### src/rtl/egl_pkg.sv
package egl_pkg;

    localparam int DEFAULT_OPERAND_W = 32;
    localparam int ANSWER_W          = 63;

    localparam logic [ANSWER_W-1:0] ANSWER_MAX = {ANSWER_W{1'b1}};

    typedef enum logic {
        CMD_GCD = 1'b0,
        CMD_LCM = 1'b1
    } t_command;

endpackage

### src/rtl/euclid_gcd_lcm_unit.sv
// Channel   Direction  Handshake              Payload
// command   in         start high, busy low   i_command, i_first_value, i_second_value
// result    out        o_valid, one cycle     o_answer
//
// One item at a time; busy stays high from the transfer until the result strobe.
// Each Euclid remainder step runs the bit-serial divider; an lcm of two nonzero operands
// adds a division of |a| by the gcd and a shift-add multiply of that quotient by |b|.
// Reset (synchronous, active low) returns the sequencer to idle and drops any item.
// The receiver cannot stall: o_valid is high for exactly one cycle per item.
module euclid_gcd_lcm_unit
    import egl_pkg::*;
#(
    parameter int OPERAND_WIDTH = DEFAULT_OPERAND_W
) (
    input  logic                     i_clk,
    input  logic                     i_rst_n,
    input  logic                     start,
    output logic                     busy,
    input  logic                     i_command,
    input  logic [OPERAND_WIDTH-1:0] i_first_value,
    input  logic [OPERAND_WIDTH-1:0] i_second_value,
    output logic                     o_valid,
    output logic [ANSWER_W-1:0]      o_answer
);

    localparam int W     = OPERAND_WIDTH;
    localparam int G_W   = (W > ANSWER_W) ? W : ANSWER_W;
    localparam int P_W   = (2 * W > ANSWER_W) ? 2 * W : ANSWER_W;

    typedef enum logic [2:0] {
        ST_IDLE,
        ST_EUCLID,
        ST_REM_WAIT,
        ST_QUO_WAIT,
        ST_MUL_WAIT
    } t_state;

    t_state              r_state, n_state;
    t_command            r_cmd, n_cmd;
    logic [W-1:0]        r_ma, n_ma;
    logic [W-1:0]        r_mb, n_mb;
    logic [W-1:0]        r_x, n_x;
    logic [W-1:0]        r_y, n_y;
    logic                r_div_start, n_div_start;
    logic                r_mul_start, n_mul_start;
    logic                r_valid, n_valid;
    logic [ANSWER_W-1:0] r_answer, n_answer;

    logic [W-1:0]        mag_a, mag_b;
    logic                div_done, mul_done;
    logic [W-1:0]        quotient, remainder;
    logic [2*W-1:0]      product;
    logic [G_W-1:0]      gcd_ext;
    logic [P_W-1:0]      prod_ext;
    logic [ANSWER_W-1:0] gcd_answer, lcm_answer;

    // the most negative operand maps to 2^(W-1), which fits W unsigned bits
    assign mag_a = i_first_value[W-1]  ? (~i_first_value + 1'b1)  : i_first_value;
    assign mag_b = i_second_value[W-1] ? (~i_second_value + 1'b1) : i_second_value;

    assign gcd_ext    = G_W'(r_x);
    assign gcd_answer = (gcd_ext > G_W'(ANSWER_MAX)) ? ANSWER_MAX : gcd_ext[ANSWER_W-1:0];
    assign prod_ext   = P_W'(product);
    assign lcm_answer = (prod_ext > P_W'(ANSWER_MAX)) ? ANSWER_MAX : prod_ext[ANSWER_W-1:0];

    egl_divider #(
        .OPERAND_W (W)
    ) u_divider (
        .i_clk       (i_clk),
        .i_rst_n     (i_rst_n),
        .i_start     (r_div_start),
        .i_dividend  (r_x),
        .i_divisor   (r_y),
        .o_done      (div_done),
        .o_quotient  (quotient),
        .o_remainder (remainder)
    );

    egl_multiplier #(
        .OPERAND_W (W)
    ) u_multiplier (
        .i_clk          (i_clk),
        .i_rst_n        (i_rst_n),
        .i_start        (r_mul_start),
        .i_multiplier   (r_x),
        .i_multiplicand (r_mb),
        .o_done         (mul_done),
        .o_product      (product)
    );

    always_comb begin
        n_state     = r_state;
        n_cmd       = r_cmd;
        n_ma        = r_ma;
        n_mb        = r_mb;
        n_x         = r_x;
        n_y         = r_y;
        n_div_start = 1'b0;
        n_mul_start = 1'b0;
        n_valid     = 1'b0;
        n_answer    = r_answer;
        case (r_state)
            ST_IDLE: begin
                if (start) begin
                    n_cmd   = t_command'(i_command);
                    n_ma    = mag_a;
                    n_mb    = mag_b;
                    n_x     = mag_a;
                    n_y     = mag_b;
                    n_state = ST_EUCLID;
                end
            end
            ST_EUCLID: begin
                if (r_y != '0) begin
                    n_div_start = 1'b1;
                    n_state     = ST_REM_WAIT;
                end else if (r_cmd == CMD_GCD) begin
                    n_answer = gcd_answer;
                    n_valid  = 1'b1;
                    n_state  = ST_IDLE;
                end else if (r_ma == '0 || r_mb == '0) begin
                    n_answer = '0;
                    n_valid  = 1'b1;
                    n_state  = ST_IDLE;
                end else begin
                    // lcm: divide |a| by the gcd, held in r_x
                    n_x         = r_ma;
                    n_y         = r_x;
                    n_div_start = 1'b1;
                    n_state     = ST_QUO_WAIT;
                end
            end
            ST_REM_WAIT: begin
                if (div_done) begin
                    n_x     = r_y;
                    n_y     = remainder;
                    n_state = ST_EUCLID;
                end
            end
            ST_QUO_WAIT: begin
                if (div_done) begin
                    n_x         = quotient;
                    n_mul_start = 1'b1;
                    n_state     = ST_MUL_WAIT;
                end
            end
            ST_MUL_WAIT: begin
                if (mul_done) begin
                    n_answer = lcm_answer;
                    n_valid  = 1'b1;
                    n_state  = ST_IDLE;
                end
            end
            default: begin
                n_state = ST_IDLE;
            end
        endcase
    end

    always_ff @(posedge i_clk) begin
        r_cmd    <= n_cmd;
        r_ma     <= n_ma;
        r_mb     <= n_mb;
        r_x      <= n_x;
        r_y      <= n_y;
        r_answer <= n_answer;
        if (!i_rst_n) begin
            r_state     <= ST_IDLE;
            r_div_start <= 1'b0;
            r_mul_start <= 1'b0;
            r_valid     <= 1'b0;
        end else begin
            r_state     <= n_state;
            r_div_start <= n_div_start;
            r_mul_start <= n_mul_start;
            r_valid     <= n_valid;
        end
    end

    assign busy     = (r_state != ST_IDLE);
    assign o_valid  = r_valid;
    assign o_answer = r_answer;

endmodule

### src/rtl/egl_divider.sv
module egl_divider #(
    parameter int OPERAND_W = 32
) (
    input  logic                 i_clk,
    input  logic                 i_rst_n,
    input  logic                 i_start,
    input  logic [OPERAND_W-1:0] i_dividend,
    input  logic [OPERAND_W-1:0] i_divisor,
    output logic                 o_done,
    output logic [OPERAND_W-1:0] o_quotient,
    output logic [OPERAND_W-1:0] o_remainder
);

    localparam int CNT_W = $clog2(OPERAND_W);

    logic [OPERAND_W-1:0] r_rem, n_rem;
    logic [OPERAND_W-1:0] r_quo, n_quo;
    logic [OPERAND_W-1:0] r_div, n_div;
    logic [CNT_W-1:0]     r_count, n_count;
    logic                 r_active, n_active;
    logic                 r_done, n_done;

    logic [OPERAND_W:0]   shifted;
    logic [OPERAND_W+1:0] diff;

    // one restoring step: bring down the next dividend bit, try a subtract
    assign shifted = {r_rem, r_quo[OPERAND_W-1]};
    assign diff    = {1'b0, shifted} - {2'b00, r_div};

    always_comb begin
        n_rem    = r_rem;
        n_quo    = r_quo;
        n_div    = r_div;
        n_count  = r_count;
        n_active = r_active;
        n_done   = 1'b0;
        if (i_start) begin
            n_rem    = '0;
            n_quo    = i_dividend;
            n_div    = i_divisor;
            n_count  = '0;
            n_active = 1'b1;
        end else if (r_active) begin
            if (diff[OPERAND_W+1]) begin
                n_rem = shifted[OPERAND_W-1:0];
                n_quo = {r_quo[OPERAND_W-2:0], 1'b0};
            end else begin
                n_rem = diff[OPERAND_W-1:0];
                n_quo = {r_quo[OPERAND_W-2:0], 1'b1};
            end
            n_count = r_count + 1'b1;
            if (r_count == CNT_W'(OPERAND_W - 1)) begin
                n_active = 1'b0;
                n_done   = 1'b1;
            end
        end
    end

    always_ff @(posedge i_clk) begin
        r_rem   <= n_rem;
        r_quo   <= n_quo;
        r_div   <= n_div;
        r_count <= n_count;
        if (!i_rst_n) begin
            r_active <= 1'b0;
            r_done   <= 1'b0;
        end else begin
            r_active <= n_active;
            r_done   <= n_done;
        end
    end

    assign o_done      = r_done;
    assign o_quotient  = r_quo;
    assign o_remainder = r_rem;

endmodule

### src/rtl/egl_multiplier.sv
module egl_multiplier #(
    parameter int OPERAND_W = 32
) (
    input  logic                   i_clk,
    input  logic                   i_rst_n,
    input  logic                   i_start,
    input  logic [OPERAND_W-1:0]   i_multiplier,
    input  logic [OPERAND_W-1:0]   i_multiplicand,
    output logic                   o_done,
    output logic [2*OPERAND_W-1:0] o_product
);

    localparam int CNT_W = $clog2(OPERAND_W);

    logic [OPERAND_W-1:0] r_hi, n_hi;
    logic [OPERAND_W-1:0] r_lo, n_lo;
    logic [OPERAND_W-1:0] r_mcand, n_mcand;
    logic [CNT_W-1:0]     r_count, n_count;
    logic                 r_active, n_active;
    logic                 r_done, n_done;

    logic [OPERAND_W:0]   sum;

    // shift-add: add the multiplicand when the low bit is set, then shift right
    assign sum = {1'b0, r_hi} + (r_lo[0] ? {1'b0, r_mcand} : '0);

    always_comb begin
        n_hi     = r_hi;
        n_lo     = r_lo;
        n_mcand  = r_mcand;
        n_count  = r_count;
        n_active = r_active;
        n_done   = 1'b0;
        if (i_start) begin
            n_hi     = '0;
            n_lo     = i_multiplier;
            n_mcand  = i_multiplicand;
            n_count  = '0;
            n_active = 1'b1;
        end else if (r_active) begin
            n_hi    = sum[OPERAND_W:1];
            n_lo    = {sum[0], r_lo[OPERAND_W-1:1]};
            n_count = r_count + 1'b1;
            if (r_count == CNT_W'(OPERAND_W - 1)) begin
                n_active = 1'b0;
                n_done   = 1'b1;
            end
        end
    end

    always_ff @(posedge i_clk) begin
        r_hi    <= n_hi;
        r_lo    <= n_lo;
        r_mcand <= n_mcand;
        r_count <= n_count;
        if (!i_rst_n) begin
            r_active <= 1'b0;
            r_done   <= 1'b0;
        end else begin
            r_active <= n_active;
            r_done   <= n_done;
        end
    end

    assign o_done    = r_done;
    assign o_product = {r_hi, r_lo};

endmodule

### config.mk
export PLATFORM = sky130hd
export DESIGN_NAME = euclid_gcd_lcm_unit
export DESIGN_NICKNAME = d
export VERILOG_FILES = /design/src/rtl/egl_pkg.sv /design/src/rtl/euclid_gcd_lcm_unit.sv /design/src/rtl/egl_divider.sv /design/src/rtl/egl_multiplier.sv
export SDC_FILE = /design/constraint.sdc
export NUM_CORES = 1
export LEC_CHECK = 0
export CORE_UTILIZATION = 53
export DETAILED_ROUTE_END_ITERATION = 12
export DONT_BUFFER_PORTS = 1
export GPL_TIMING_DRIVEN = 0
export PLACE_DENSITY = 0.67
export SLEW_MARGIN = 0
export SYNTH_ARGS = -nofsm -noshare
export SYNTH_HDL_FRONTEND = slang
export SYNTH_SLANG_ARGS = --single-unit
### constraint.sdc
create_clock -name i_clk -period 21.1 [get_ports i_clk]
set_input_delay 2.11 -clock i_clk [delete_from_list [all_inputs] [get_ports i_clk]]
set_output_delay 2.11 -clock i_clk [all_outputs]
set_load 0.005 [all_outputs]
==> flow_metrics.py, run 1 <==
metrics = {
    "routing": {
        "wl_um": 60200,
        "postRouteAntennaNets": 0,
        "first_iter_violations": 1370,
        "drc": 0,
        "drt_pre_antenna_iters": 5,
        "wl_per_cell_um": 23.6,
        "post_drt_via_cell_ratio": 6.19,
        "route.vias.total": 15800,
    },
    "synth": {
        "synthArstFlopShare_pct": 0,
        "synth_nets": 2088,
        "ys_seq_area_share_pct": 54.0,
        "synth_edf_count": 320,
        "yosysMostFrequentCell": "edfxtp_1",
        "synth_common_cells": "edfxtp_1 (320), nor2_1 (191), nand2_1 (180)",
        "yosys-top-cells-area": "edfxtp_1 (46%), dfxtp_1 (8.0%), ha_1 (4.2%), mux2_2 (4.0%), xnor2_1 (3.6%)",
        "ys_types": 62,
        "synth_top_area_share_pct": 46.0,
        "synth_warnings": 0,
        "synthFlopType": "edfxtp_1",
        "synthCells": 1948,
        "synth_area_per_cell_sq_um": 10.7,
        "ys_ff_latch": 404,
        "netlist_area_sq_mm": 0.0209,
        "yosysTopAreaCell": "edfxtp_1",
    },
    "run": {
        "cap_violations": 0,
    },
    "global_routing": {
        "grt_pass1_wl_um": 90400,
        "overflow": 0,
        "track_usage_pct": 29.7,
        "grt_max_degree": 36,
        "grt_pass1_vias": 15300,
        "antenna_found_initial": 0,
    },
    "sta": {
        "slew_headroom_pct": 11.8,
        "hold_viol_final": 0,
        "fmax_mhz": 222,
        "fin_crit_sh_pct": 21.4,
        "layout_setup_ws_ns": 16.59,
        "period_needed_ns": 4.51,
        "final-setup-viol-count": 0,
        "grt_setup_unrepaired": "false",
        "hold_slack_ns": 0.451,
        "worst_pin_slew_ns": 1.32,
        "clock_skew_ns": 0.0152,
        "final_max_slew_viol_count": 0,
        "tns_ns": 0,
    },
    "placement": {
        "pre_cts_slack_ns": 16.02,
        "dp_hpwl_um": 45900,
        "routabilityCongestion": 0.952,
        "io_buffer_count": 0,
    },
    "cells_and_area": {
        "nets": 2144,
        "syn_to_final_growth_pct": 10.8,
        "seqCellArea_sq_mm": 0.0113,
        "multi_input_comb_area_sq_mm": 0.00908,
        "num-fill-cells": 3242,
        "layout-drive-gt1-share_pct": 8.20,
        "diodes": 0,
    },
    "worst_setup_path": {
        "endpoint_kind": "flip-flop",
        "critPathArrivalTime_ns": 4.82,
        "cp.required_ns": 21.40,
        "reg2reg_slack_ns": 17.01,
        "critPathSlowestCell": "or4_4",
        "r2r-start": "u_multiplier.r_lo[0]",
        "crit_chain": "or4_4 > or3_1 > or4_4 > or3_1 > or2_1 > o41ai_1 > xnor2_1 > o21ai_0 > o21ai_0",
        "r2r_cells": 13,
        "startpoint_type": "input port",
        "crit_family": "simple AND/OR/NAND/NOR gates",
        "crit_path_start": "i_first_value[14]",
        "worstReg2RegEnd": "u_multiplier.r_hi[31]",
        "cpPeakStageDelay_ns": 0.52,
        "cp_max_fo": 4,
        "crit_path_end": "r_x[25]",
        "path_class": "in -> reg",
        "worstSetupPathDepth": 9,
        "path_buf_inv": 0,
    },
    "status": {
        "status": "completed",
    },
    "clocking": {
        "clock_path_buffers": 3,
        "cts.sinks": 404,
        "cts_buffers": 44,
        "tritoncts": "yes",
        "htreeDepth": 2,
        "clock_latency_ns": 0.57,
        "root_buffer": "clkbuf_16",
        "cts_resized": 0,
        "path_clk_slew_ns": 0.06,
        "holdBufCountCts": 0,
        "post_cts_buffers": 0,
    },
    "die": {
        "die_y_um": 201,
        "core-area_sq_mm": 0.0387,
        "dieArea_sq_mm": 0.0403,
        "die_x_um": 201,
        "start_util_pct": 54.0,
        "io_pins": 133,
        "row_count": 72,
    },
    "power": {
        "p_leak_nw": 8.39,
        "vdd.ir_drop.worst_mv": 0.0895,
        "p_per_area_mw_per_mm2": 110,
    },
    "hold_path": {
        "hold_class": "reg -> reg",
    },
}
[where the power goes]
| group | switching, mW | internal (mW) |
|---|---|---|
| clock | 0.319 | 0.469 |
| combinational | 0.391 | 0.238 |
| sequential | 0.129 | 0.992 |
| total | 0.839 | 1.70 |
[flip-flops by register name, summed over array words and instances, names as in the netlist, 32 cells and up]
| signal | count |
|---|---|
| o_answer | 63 |
| r_ma | 32 |
| r_mb | 32 |
| r_x | 32 |
| r_y | 32 |
| u_divider.o_quotient | 32 |
| u_divider.o_remainder | 32 |
| u_divider.r_div | 32 |
| u_multiplier.r_hi | 32 |
| u_multiplier.r_lo | 32 |
| u_multiplier.r_mcand | 32 |
[per-layer routing]
metal / vias up / track usage (%) / part of all wire, %
met5: - / 0 / 0
met4: 0 / 11.5 / 3.6
met3: 120 / 4.81 / 7.0
met2: 655 / 50.5 / 49
met1: 7741 / 37.9 / 40
li1: 7301 / - / -
[area by class of cell]
class | instances | share of cell area, %
Sequential cell | 404 | 48.7
Multi-Input combinational cell | 1390 | 39.2
Clock buffer | 60 | 5.32
Tap cell | 518 | 2.80
Buffer | 100 | 1.62
Clock inverter | 19 | 0.961
Inverter | 54 | 0.875
Timing Repair Buffer | 10 | 0.518
[logic make-up (layout without fill, tap and decap cells)]
logic type | count (synthesis) | in the layout | share of synthesized area, %
AO/OA/AOI/OAI | 461 | 461 | 13.9
AND/OR/NAND/NOR | 624 | 624 | 14.1
adder cells (fa/ha/maj) | 72 | 72 | 4.38
flip-flops | 404 | 404 | 54.0
buffers and inverters | 154 | 243 | 2.76
XOR/XNOR | 117 | 117 | 4.90
multiplexers | 116 | 116 | 6.00
[worst min-delay path by stage]
stage / startpoint / end / slack [ns] / cells after the start
6_report: r_mb[10] / u_multiplier.r_mcand[10] / 0.45 / 0
5_1_grt: r_mb[27] / u_multiplier.r_mcand[27] / 0.46 / 0
4_1_cts: r_mb[28] / u_multiplier.r_mcand[28] / 0.45 / 0
3_5_place_dp: r_mb[28] / u_multiplier.r_mcand[28] / 0.44 / 0
3_3_place_gp: r_mb[24] / u_multiplier.r_mcand[24] / 0.43 / 0
2_1_floorplan: r_mb[16] / u_multiplier.r_mcand[16] / 0.43 / 0
[cell usage in the layout, fill, tap and decap left out, drive strengths merged, types with 32 or more instances in the layout]
cell,instances
a21o,34
a21oi,139
a22oi,44
and2,38
clkbuf,143
dfxtp,84
edfxtp,320
ha,70
inv,52
mux2,75
mux2i,41
nand2,180
nand2b,46
nor2,191
nor3,46
o21ai,109
xnor2,85
xor2,32
[per-stage QoR]
step | instances | cell area [sq um] | utilization, % | power [mW]
after floorplan | 1948 | 20900 | - | 1.53
after global placement | 2466 | 21600 | 55.7 | 1.73
after global routing | 2555 | 23200 | 59.8 | 2.64
final | 2555 | 23200 | 59.8 | 2.54
after CTS | 2554 | 23100 | 59.8 | 2.53
after detailed placement | 2475 | 21700 | 56.0 | 1.75
Power figures use the tool's default switching activity.
==> inputs of run 2 (changes only) <==
- clock period: 21.1 -> 4.3 ns (I/O delays scaled with it)
==> run 2 against run 1 <==
  * Die area stayed put
  * Non-clock buffer count grew 3
  * Critical path type is now reg -> reg
  * Sequential power rose to 4.9 times the previous value
  * Routed wire length decreased by 0.44%
  * Sequential share of layout area fell by 0.21 points
  * Sequential cell count unchanged
  * Critical endpoint is now u_multiplier.r_hi[31]
  * Largest power group unchanged
  * Critical path depth grew 4
==> flow_metrics.py, run 2 (synthesized netlist as in run 1, its figures left out) <==
metrics = {
    "status": {
        "status": "completed",
    },
    "sta": {
        "final_max_slew_viol_count": 0,
        "final-setup-viol-count": 0,
        "fin_crit_sh_pct": 93.2,
        "period_needed_ns": 4.01,
        "clock_skew_ns": 0.0162,
        "hold_viol_final": 0,
        "worst_pin_slew_ns": 1.10,
        "fmax_mhz": 250,
        "hold_slack_ns": 0.0546,
        "grt_setup_unrepaired": "false",
        "slew_headroom_pct": 26.9,
    },
    "placement": {
        "dp_hpwl_um": 45900,
        "place_inst": 2473,
        "io_buffer_count": 0,
        "routabilityCongestion": 0.951,
    },
    "global_routing": {
        "grt_pass1_wl_um": 90800,
        "antenna_found_initial": 3,
        "track_usage_pct": 29.7,
        "overflow": 0,
        "grt_pass1_vias": 15200,
        "grt_max_degree": 36,
    },
    "routing": {
        "wl_per_cell_um": 23.4,
        "postRouteAntennaNets": 0,
        "routed-wl-met2_um": 29500,
        "first_iter_violations": 1569,
        "wl_um": 59900,
        "post_drt_via_cell_ratio": 6.14,
        "wl_met3_um": 4360,
        "drt_pre_antenna_iters": 5,
        "drc": 0,
        "wl_met1_um": 24100,
        "topRoutingLayerUsed": "met5",
        "route.vias.total": 15700,
    },
    "worst_setup_path": {
        "r2r-start": "u_multiplier.r_lo[0]",
        "path_buf_inv": 1,
        "endpoint_kind": "flip-flop",
        "reg2reg_slack_ns": 0.29,
        "r2r_cells": 13,
        "cpPeakStageDelay_ns": 0.54,
        "cp.required_ns": 4.72,
        "path_class": "reg -> reg",
        "critPathSlowestCell": "edfxtp_1",
        "crit_family": "compound AO/OA/AOI/OAI gates",
        "critPathArrivalTime_ns": 4.43,
        "crit_chain": "clkbuf_1 > and2_1 > ha_1 > fa_1 > a211oi_1 > o21bai_1 > a21oi_2 > o31a_1 > o21ai_0 > a31oi_1 > o21ai_0 > a31oi_1 > nor3_1",
        "worstReg2RegEnd": "u_multiplier.r_hi[31]",
        "cp_max_fo": 10,
        "startpoint_type": "flip-flop",
    },
    "run": {
        "cap_violations": 0,
    },
    "clocking": {
        "cts.sinks": 404,
        "cts_buffers": 44,
        "clock_path_buffers": 3,
        "htreeDepth": 2,
        "clock_latency_ns": 0.58,
        "post_cts_buffers": 0,
        "root_buffer": "clkbuf_16",
        "tritoncts": "yes",
        "path_clk_slew_ns": 0.06,
    },
    "die": {
        "dieArea_sq_mm": 0.0403,
        "core-area_sq_mm": 0.0387,
        "row_count": 72,
        "start_util_pct": 54.0,
        "io_pins": 133,
        "die_x_um": 201,
        "die_y_um": 201,
    },
    "cells_and_area": {
        "layout-drive-gt1-share_pct": 8.52,
        "largest_register_ffs": 63,
        "final_common_cell": "edfxtp_1",
        "final_cell_mix": "edfxtp_1 (320), nor2_1 (189), nand2_1 (180), a21oi_1 (138), o21ai_0 (109)",
        "fin_cells": 2561,
        "diodes": 0,
        "num-fill-cells": 3240,
        "nets": 2147,
        "syn_to_final_growth_pct": 11.3,
    },
    "power": {
        "p_leak_nw": 8.43,
        "p_per_area_mw_per_mm2": 536,
        "vdd.ir_drop.worst_mv": 0.328,
    },
    "hold_path": {
        "worstHoldStart": "i_first_value[30]",
        "whs_path_depth": 1,
        "hold_class": "in -> reg",
        "min_to": "r_ma[31]",
    },
}
## run 2: changes by cell type in the layout (fill, tap and decap cells not counted), moves of 2 or more
| cell | previous run | this run |
|---|---|---|
| clkinv_2 | 4 | 10 |
| clkbuf_8 | 5 | 2 |
| buf_16 | 0 | 2 |
| buf_6 | 0 | 2 |
| clkbuf_1 | 93 | 91 |
| buf_4 | 4 | 0 |
| clkinv_4 | 3 | 0 |
| inv_6 | 0 | 4 |
| clkinvlp_4 | 0 | 3 |
| clkinv_1 | 9 | 7 |
| dlygate4sd3_1 | 0 | 4 |
## run 2: area by class of cell
cell class | instances | area [sq um] | area share [%]
Multi-Input combinational cell | 1390 | 9090 | 39.1
Timing Repair Buffer | 13 | 198 | 0.850
Sequential cell | 404 | 11300 | 48.5
Buffer | 100 | 375 | 1.61
Clock buffer | 55 | 1180 | 5.09
Inverter | 54 | 203 | 0.871
Clock inverter | 27 | 277 | 1.19
Tap cell | 518 | 648 | 2.79
## run 2: worst max path at each step
stage                               startpoint                     to  cells past startpoint
after CTS                 u_multiplier.r_lo[0]  u_multiplier.r_hi[31]                     13
after floorplan                       r_ma[20]            o_answer[0]                      5
after global routing      u_multiplier.r_lo[0]  u_multiplier.r_hi[20]                     13
final                     u_multiplier.r_lo[0]  u_multiplier.r_hi[31]                     13
after global placement                r_ma[26]           o_answer[32]                      5
after detailed placement  u_multiplier.r_lo[0]  u_multiplier.r_hi[31]                     13
## run 2: layer usage
| metal | track usage, % | up-vias |
|---|---|---|
| met5 | 0 | - |
| met4 | 10.7 | 4 |
| met3 | 5.71 | 114 |
| met2 | 50.5 | 634 |
| met1 | 37.7 | 7652 |
| li1 | - | 7308 |
## run 2: report_power, final
part | internal [mW] | total, mW | switching [mW]
Clock | 2.26 | 3.87 | 1.61
Sequential | 4.87 | 5.49 | 0.626
Combinational | 1.18 | 3.11 | 1.92
## run 2: metrics by stage
step / setup WS [ns] / utilization, % / setup TNS [ns] / cell area, sq um / power, mW
final: 0.294 / 60.1 / 0 / 23300 / 12.5
after global routing: 0.0573 / 60.1 / 0 / 23300 / 13.0
after CTS: 0.149 / 59.9 / 0 / 23200 / 12.4
after detailed placement: 0.204 / 56.0 / 0 / 21700 / 8.58
after global placement: -1.76 / 55.7 / -142.10 / 21600 / 8.49
after floorplan: -0.0598 / - / -3.77 / 20900 / 7.50
## run 2: worst register-to-register path: stages (launching register included)
cell      delay, ns
edfxtp_1       0.54
clkbuf_1       0.27
and2_1         0.19
ha_1           0.20
fa_1           0.43
a211oi_1       0.32
o21bai_1       0.13
a21oi_2        0.29
o31a_1         0.27
o21ai_0        0.29
a31oi_1        0.39
o21ai_0        0.24
a31oi_1        0.21
nor3_1         0.07
## run 2: repair_timing
action / 4_1_cts / 5_1_grt
endpoints found under the setup margin: 0 / 2
hold endpoints to repair: 4 / 0
hold buffers: 4 / 0
gates resized for setup: 0 / 1
